`src/design/tsob_pkg.sv`:
```
package tsob_pkg;

    // Defaults for the top-level parameters.
    localparam int DEF_MAX_DEPTH = 1024;
    localparam int DEF_WORD_BITS = 32;

    // Fixed field widths of the stream and configuration channels.
    localparam int REQ_W     = 3;
    localparam int VAL_W     = 32;
    localparam int STAT_W    = 2;
    localparam int CAP_W     = 11;
    localparam int S_TDATA_W = 40;
    localparam int M_TDATA_W = 40;

    localparam logic [CAP_W-1:0] CAP_RESET = 11'd1024;

    typedef enum logic [REQ_W-1:0] {
        REQ_PUSH_L = 3'd0,
        REQ_PUSH_R = 3'd1,
        REQ_POP_L  = 3'd2,
        REQ_POP_R  = 3'd3,
        REQ_PEEK_L = 3'd4,
        REQ_PEEK_R = 3'd5
    } req_t;

    typedef enum logic [STAT_W-1:0] {
        ST_DONE     = 2'd0,
        ST_OVERFLOW = 2'd1,
        ST_EMPTY    = 2'd2
    } stat_t;

    // Commands from the controller to the datapath.
    typedef struct packed {
        logic accept;   // capture the request and read the store
        logic exec;     // apply the request and load the result register
    } tsob_cmd_t;

endpackage

```
`src/design/tsob_ctrl.sv`:
```
module tsob_ctrl (
    input  logic               aclk,
    input  logic               aresetn,
    input  logic               s_tvalid,
    output logic               s_tready,
    output logic               m_tvalid,
    input  logic               m_tready,
    output tsob_pkg::tsob_cmd_t cmd
);

    typedef enum logic [1:0] {
        ST_IDLE = 2'b01,
        ST_EXEC = 2'b10
    } state_t;

    state_t state_reg, state_next;
    logic   out_valid_reg, out_valid_next;
    logic   out_free;

    assign s_tready   = (state_reg == ST_IDLE);
    assign m_tvalid   = out_valid_reg;
    assign out_free   = !out_valid_reg || m_tready;
    assign cmd.accept = s_tvalid && (state_reg == ST_IDLE);
    assign cmd.exec   = (state_reg == ST_EXEC) && out_free;

    always_comb begin
        state_next     = state_reg;
        out_valid_next = out_valid_reg;
        if (out_valid_reg && m_tready) begin
            out_valid_next = 1'b0;
        end
        unique case (state_reg)
            ST_IDLE: begin
                if (s_tvalid) begin
                    state_next = ST_EXEC;
                end
            end
            ST_EXEC: begin
                if (out_free) begin
                    out_valid_next = 1'b1;
                    state_next     = ST_IDLE;
                end
            end
            default: begin
                state_next = ST_IDLE;
            end
        endcase
    end

    always_ff @(posedge aclk) begin
        if (!aresetn) begin
            state_reg     <= ST_IDLE;
            out_valid_reg <= 1'b0;
        end else begin
            state_reg     <= state_next;
            out_valid_reg <= out_valid_next;
        end
    end

endmodule

```
`config.mk`:
```
export PLATFORM = sky130hd
export DESIGN_NAME = tsob_ctrl
export DESIGN_NICKNAME = d
export VERILOG_FILES = /design/src/design/tsob_pkg.sv /design/src/design/tsob_ctrl.sv
export SDC_FILE = /design/constraint.sdc
export NUM_CORES = 1
export LEC_CHECK = 0
export BUFFER_PORTS_ARGS = -buffer_cell sky130_fd_sc_hd__buf_2
export CAP_MARGIN = 20
export CORE_AREA = 2 2 39 41
export DETAILED_ROUTE_END_ITERATION = 12
export DIE_AREA = 0 0 41 43
export PLACE_DENSITY_LB_ADDON = 0.15
export SLEW_MARGIN = 10
export SYNTH_ARGS = -nofsm -noshare
export SYNTH_HDL_FRONTEND = slang
export SYNTH_SLANG_ARGS = --single-unit
```
`constraint.sdc`:
```
create_clock -name aclk -period 0.8 [get_ports aclk]
set_input_delay 0.16 -clock aclk [delete_from_list [all_inputs] [get_ports aclk]]
set_output_delay 0.16 -clock aclk [all_outputs]
set_load 0.005 [all_outputs]
```
### After elaboration in Yosys (flattened, before gate mapping)

Index checks and enable logic that the tools add are counted.

* bits in latches: 0
* logic and storage cells: 18
* RAM bits: 0
* output and inout bits: 4
* register bits after elaboration: 3
* memories: 0
* bits in read-only memories: 0

* equality and inequality tests: 4
* shifts and indexed selects: 0
* $mul: 0
* reductions and logical operators: 6
* div/mod/pow operators: 0
* mux-type cells: 6
* $add $sub $neg: 0
* $lt $le $gt $ge: 0
* bitwise logic cells: 0

Operators by type and width (count)
* two-way mux 2 bit: 2
* != test 2 bit, second input constant: 2
* case mux 2 bit (2 select lines): 1
* logical AND 1 bit: 3
* two-way mux 1 bit: 3
* equality test 2 x 1 -> 1 bit, second input constant: 1
* equality test 2 bit, second input constant: 1
* AND reduction 2 bit: 1
* logical NOT 1 bit: 1
* logical OR 1 bit: 1

### Longest topological paths before layout

Gate-level depths: netlist of run 1.

* depth after elaboration: 4
* mapped depth: 2
* gate-level depth less buffers: 2

### Worst setup path before layout of run 1

OpenSTA, ideal clock, no wires.

* path kind: flip-flop to flip-flop
* start: register state_reg[1]
* end: register state_reg[1]
* cell stages (with the launch flop): 3
* path slack: -23 ps
* data required time: 685 ps
* arrival time: 709 ps
* path buffers: 0
* period minus slack after synthesis: 823 ps
* path through: dfxtp_1 > and3b_1 > o21a_1

* word-level cells in the longest chain between the ends: 3
* elaborated cells on any way between the ends: 6
* those cells by class: eq/ne: 4; mux: 1; reduce/logical: 1

Ends and longest elaborated chain
* start, declared: RTL line tsob_ctrl.sv:16 `state_t state_reg, state_next;`
* start signal, assigned: RTL line tsob_ctrl.sv:55 `state_reg <= state_next;`
* equality test 2 bit or equality test 2 x 1 -> 1 bit (tied branches): RTL line tsob_ctrl.sv:32 `unique case (state_reg)`
* != test 2 bit (no source line)
* AND reduction 2 bit (no source line)

Parallel ways exist; a longest one is shown, timed or not.
A chain may end at the register's enable or synchronous reset.

==> results of run 1 <==
## worst max-delay path: cells and delay by family (launching register included)
kind	cells	cell delay (ns)
flops	1	0.35
buf+inv	1	0.09
simple gates	1	0.25
## cell usage after synthesis, drive strengths merged
cell / number / area [sq um]
nand2b: 2 / 12.5
dfxtp: 3 / 60.1
and3b: 1 / 8.76
nor2b: 2 / 12.5
and4bb: 1 / 12.5
a21boi: 1 / 7.51
o21a: 1 / 7.51
o21ai: 1 / 5.00
## timing repair
action	CTS	global route
endpoints found under the setup margin	5	6
buffers inserted	1	0
resized for setup	2	3
hold endpoints to repair	0	0
pin swaps	1	1
hold buffers	0	0
## power breakdown
part           internal, uW  switching (uW)  leakage, uW
Combinational          37.2            18.1    0.0000673
Sequential              157            7.16    0.0000255
Clock                   188            91.1    0.0000150
Total                   382             116     0.000108
## worst paths after layout
path / depth (start not counted) / end / slack, ns / from
worst min-delay path: 2 / state_reg[0]$_SDFFE_PN1P_ / 0.12 / aresetn
worst max register to register: 3 / state_reg[1]$_SDFFE_PN0P_ / -0.18 / state_reg[1]$_SDFFE_PN0P_
worst min register to register: 2 / m_tvalid$_SDFF_PN0_ / 0.49 / m_tvalid$_SDFF_PN0_
worst max-delay path: 2 / cmd[1] / -0.30 / state_reg[1]$_SDFFE_PN0P_
## per-stage QoR
stage          worst slack, ns  std cells  power, uW
6_report                -0.296         40        499
5_1_grt                 -0.343         40        549
4_1_cts                 -0.286         40        507
3_5_place_dp           -0.0457         35        207
3_3_place_gp           -0.0458         35        207
2_1_floorplan          -0.0212         12        185
## final cells by class
cell class / count / area (sq um)
tap: 16 / 20.0
multi-input combinational: 9 / 75.1
fill: 162 / 1150
timing repair buffer: 8 / 48.8
clock buffer: 4 / 26.3
sequential: 3 / 66.3
## layer usage
| layer | global-route usage (%) | share of wire [%] | routed length, um |
|---|---|---|---|
| met1 | 7.40 | 39 | 140 |
| met5 | 0 | 0 | 0 |
| met4 | 4.00 | 0 | 0 |
| met3 | 8.38 | 23 | 83 |
| met2 | 5.94 | 37 | 133 |
## kinds of logic (layout without fill, tap and decap cells)
kind of cell / after synthesis / count (layout)
buf+inv: 0 / 12
simple gates: 6 / 6
compound gates: 3 / 3
flops: 3 / 3
==> impl_metrics.py, run 1 <==
metrics = {
    "clock_tree": {
        "cts_sinks": 3,
        "clk_pin_slew_ns": 0.04,
        "cts_tree": "yes",
        "clockBufferDepth": 2,
        "cts_made_buffers": 3,
        "clk_latency_ns": 0.24,
        "htreeDepth": 1,
        "cts-root-buf": "clkbuf_4",
    },
    "finish": {
        "syn_to_final_growth_pct": 87.1,
        "finalNetCount": 29,
        "layout-drive-gt1-share_pct": 70.8,
        "fin_util_pct": 17.1,
        "largest_reg_flops": 2,
        "antenna-diode-count": 0,
        "final_common_cell": "buf_2",
        "fin_area_sq_um": 236,
        "final_cell_mix": "buf_2 (6), clkbuf_4 (3), nor2b_1 (2), dfxtp_2 (2)",
    },
    "floorplanning": {
        "rows": 14,
        "io_pins": 8,
        "die_y_um": 43,
        "start_util_pct": 9.13,
        "coreArea_sq_um": 1380,
        "die-width_um": 41,
        "dieArea_sq_um": 1760,
    },
    "critical_path": {
        "path_class": "flop to primary output",
        "cp.arrival_ns": 0.94,
        "worst_path_largest_cell_delay_ns": 0.35,
        "crit_required_ns": 0.64,
        "worstSetupStartpointType": "flop",
        "critPathMaxFanout": 4,
        "crit_chain": "and3b_2, buf_6",
        "endpoint_kind": "primary output",
        "slowest_stage": "dfxtp_4",
    },
    "timing": {
        "hold_viol": 0,
        "min_period_ns": 1.10,
        "fin_crit_sh_pct": 137,
        "finalSetupViolations": 6,
        "hold_slack_ns": 0.116,
        "setup_ws_ns": -0.296,
        "slew_viol_final": 0,
        "max_freq_ghz": 0.913,
        "clock_skew_ns": 0.00748,
        "tightest_slew_ns": 0.0998,
        "grt_setup_unrepaired": "yes",
        "finalSetupTns_ns": -1.03,
        "maxSlewHeadroom_pct": 93.3,
    },
    "routing": {
        "drt_iter0_markers": 2,
        "drt-total-wl_um": 357,
        "num_vias": 132,
        "first_pass_iters": 2,
        "drc": 0,
        "wl_per_cell_um": 8.93,
        "vias_per_cell": 3.30,
        "antenna_left": 0,
    },
    "placed_design": {
        "io_buffer_count": 7,
        "dpl_cell_area_sq_um": 184,
        "place.gp.congestion": 0.654,
    },
    "yosys": {
        "syn_area_sq_um": 126,
        "synth_mux_area_share_pct": 0,
        "synth_compound_area_share_pct": 15.8,
        "synth-simple-area-share_pct": 36.6,
        "ys_seq_area_share_pct": 47.5,
        "synth_top_family_by_area": "simple AND/OR/NAND/NOR gates",
        "synth_warnings": 0,
        "synthXorXnorAreaFrac_pct": 0,
        "synthAdderAreaFrac_pct": 0,
        "synth_cells": 12,
        "synth-seq-cells": 3,
        "ys_types": 8,
        "synth_nets": 16,
        "synth_area_per_cell_sq_um": 10.5,
    },
    "outcome": {
        "violations": "setup timing",
        "status": "finished, violations left",
    },
    "global_routing": {
        "grt_pass1_wl_um": 648,
        "grt_overflow": 0,
        "grt_pass1_vias": 144,
        "grt_max_degree": 5,
        "grt_antenna_before_repair": 0,
        "grtUsageTotal_pct": 6.43,
    },
    "pwr": {
        "ir_drop_uv": 464,
        "power_leakage_uw": 0.000108,
        "powerDensity_nw_per_um2": 2110,
    },
    "flow_run": {
        "maxCapViolations": 0,
    },
    "min_path": {
        "hold_path_class": "input port to flop",
    },
}
No activity file was read; power rests on OpenSTA's default activity.
==> run 2, diff against run 1 <==
- clock period: 0.8 -> 1.4 ns (I/O delays scaled with it)
==> run 2 against run 1 <==
  * The run now ends clean
  * Die area unchanged
  * Count of clock-buffer cells in the layout unchanged
  * Highest routed layer unchanged
  * Utilization decreased by 2.1 points
  * Cell area decreased by 12%
  * Critical endpoint unchanged
  * Non-clock buffer count decreased by 1
  * Cell count decreased by 2.5%
  * Sequential cell count unchanged
  * Setup slack improved by 0.49 ns
  * Wire length decreased by 19%
  * Via count decreased by 8.3%
  * Global-route usage decreased by 1.5 points
  * Clock power decreased by 46%
==> impl_metrics.py, run 2 (same netlist as run 1, synthesis figures left out) <==
metrics = {
    "outcome": {
        "status": "complete, no violations",
    },
    "floorplanning": {
        "io_pins": 8,
        "die-width_um": 41,
        "start_util_pct": 9.13,
        "coreArea_sq_um": 1380,
        "dieArea_sq_um": 1760,
        "die_y_um": 43,
        "rows": 14,
    },
    "clock_tree": {
        "cts_made_buffers": 3,
        "cts_setup_buffers": 0,
        "cts_tree": "yes",
        "cts-root-buf": "clkbuf_4",
        "clk_latency_ns": 0.23,
        "cts_hold_buffers": 0,
        "cts_resized": 0,
        "clockBufferDepth": 2,
        "cts_sinks": 3,
        "clk_pin_slew_ns": 0.04,
        "htreeDepth": 1,
    },
    "min_path": {
        "min_to": "state_reg[0]$_SDFFE_PN1P_",
        "hold_path_class": "input port to flop",
        "hold_depth": 2,
        "hp-start": "aresetn",
    },
    "global_routing": {
        "grt_pass1_wl_um": 524,
        "grt_overflow": 0,
        "grtUsageMet3_pct": 4.71,
        "grt_pass1_vias": 130,
        "grt_antenna_before_repair": 0,
        "gr-usage-met2_pct": 5.31,
        "grtUsageTotal_pct": 4.91,
        "grt_max_degree": 5,
        "use_met1_pct": 5.43,
        "grt-busiest-layer": "met1",
    },
    "finish": {
        "fin_area_sq_um": 208,
        "antenna-diode-count": 0,
        "final_common_cell": "buf_2",
        "final_cell_mix": "buf_2 (7), clkbuf_4 (3), dfxtp_1 (3)",
        "syn_to_final_growth_pct": 64.4,
        "finalNonFillerCells": 39,
        "finalNetCount": 28,
        "layout-drive-gt1-share_pct": 47.8,
        "largest_reg_flops": 2,
    },
    "timing": {
        "finalSetupViolations": 0,
        "finalSetupTns_ns": 0,
        "maxSlewHeadroom_pct": 92.7,
        "max_freq_ghz": 0.829,
        "fin_crit_sh_pct": 86.2,
        "clock_skew_ns": 0.000250,
        "slew_viol_final": 0,
        "min_period_ns": 1.21,
        "grt_setup_unrepaired": "no",
        "setup_ws_ns": 0.193,
        "tightest_slew_ns": 0.110,
        "hold_viol": 0,
    },
    "placed_design": {
        "dp.cells": 35,
        "post-place-ws_ns": 0.350,
        "place.gp.congestion": 0.595,
        "io_buffer_count": 7,
        "dpl_cell_area_sq_um": 181,
    },
    "routing": {
        "num_vias": 121,
        "drt-total-wl_um": 288,
        "wl_per_cell_um": 7.38,
        "drt_iter0_markers": 1,
        "antenna_left": 0,
        "first_pass_iters": 4,
        "vias_per_cell": 3.10,
        "drc": 0,
    },
    "critical_path": {
        "r2r_end": "state_reg[1]$_SDFFE_PN0P_",
        "r2r_start": "state_reg[1]$_SDFFE_PN0P_",
        "startpoint": "state_reg[1]$_SDFFE_PN0P_",
        "crit_required_ns": 1.12,
        "crit_chain": "and3b_1, buf_2",
        "critPathMaxFanout": 4,
        "slowest_stage": "dfxtp_1",
        "path_class": "flop to primary output",
        "cp.arrival_ns": 0.93,
        "worstSetupStartpointType": "flop",
        "worst_path_largest_cell_delay_ns": 0.32,
        "ff2ff_path_depth": 2,
        "r2r_slack_ns": 0.55,
        "endpoint_kind": "primary output",
    },
    "pwr": {
        "power_leakage_uw": 0.0000923,
        "ir_drop_uv": 321,
        "p_total_uw": 266,
        "powerDensity_nw_per_um2": 1280,
    },
    "flow_run": {
        "maxCapViolations": 0,
    },
}
==> run 2: where the power goes <==
part           switching [uW]  total [uW]  leakage, uW  internal (uW)
sequential               3.00        93.2    0.0000246           90.2
combinational            8.53        22.5    0.0000527           14.0
clock                    43.6         150    0.0000150            107
total                    55.1         266    0.0000923            211
==> run 2: worst max-delay path by stage <==
stage / cells past startpoint / to / slack [ns]
2_1_floorplan: 2 / cmd[0] / 0.55
3_3_place_gp: 4 / cmd[0] / 0.36
3_5_place_dp: 4 / cmd[0] / 0.35
4_1_cts: 2 / cmd[1] / 0.17
5_1_grt: 3 / cmd[0] / 0.12
6_report: 2 / cmd[1] / 0.19
==> run 2: routing by layer <==
layer  vias to the layer above  routed length (um)
li1                         63                   -
met3                         0                  51
met5                         -                   0
met2                         9                 104
met4                         0                   0
met1                        49                 132
==> run 2: critical path, delay by kind of cell (launching register included) <==
family | cells | cell delay, ns
DFF | 1 | 0.32
and+or+nand+nor | 1 | 0.25
buffers and inverters | 1 | 0.13
==> run 2: metrics by stage <==
step                      utilization (%)  hold WS, ns
after global routing                 15.0        0.256
after global placement               13.1        0.486
after detailed placement             13.1        0.491
after CTS                            15.0        0.242
final                                15.0        0.246
after floorplan                         -        0.360
==> run 2: cell type report <==
type                    count  area [sq um]
well taps                  16          20.0
clock buffers               4          26.3
fillers                   163          1180
repair buffers              7          35.0
multi-input cells           9          66.3
flip-flops and latches      3          60.1
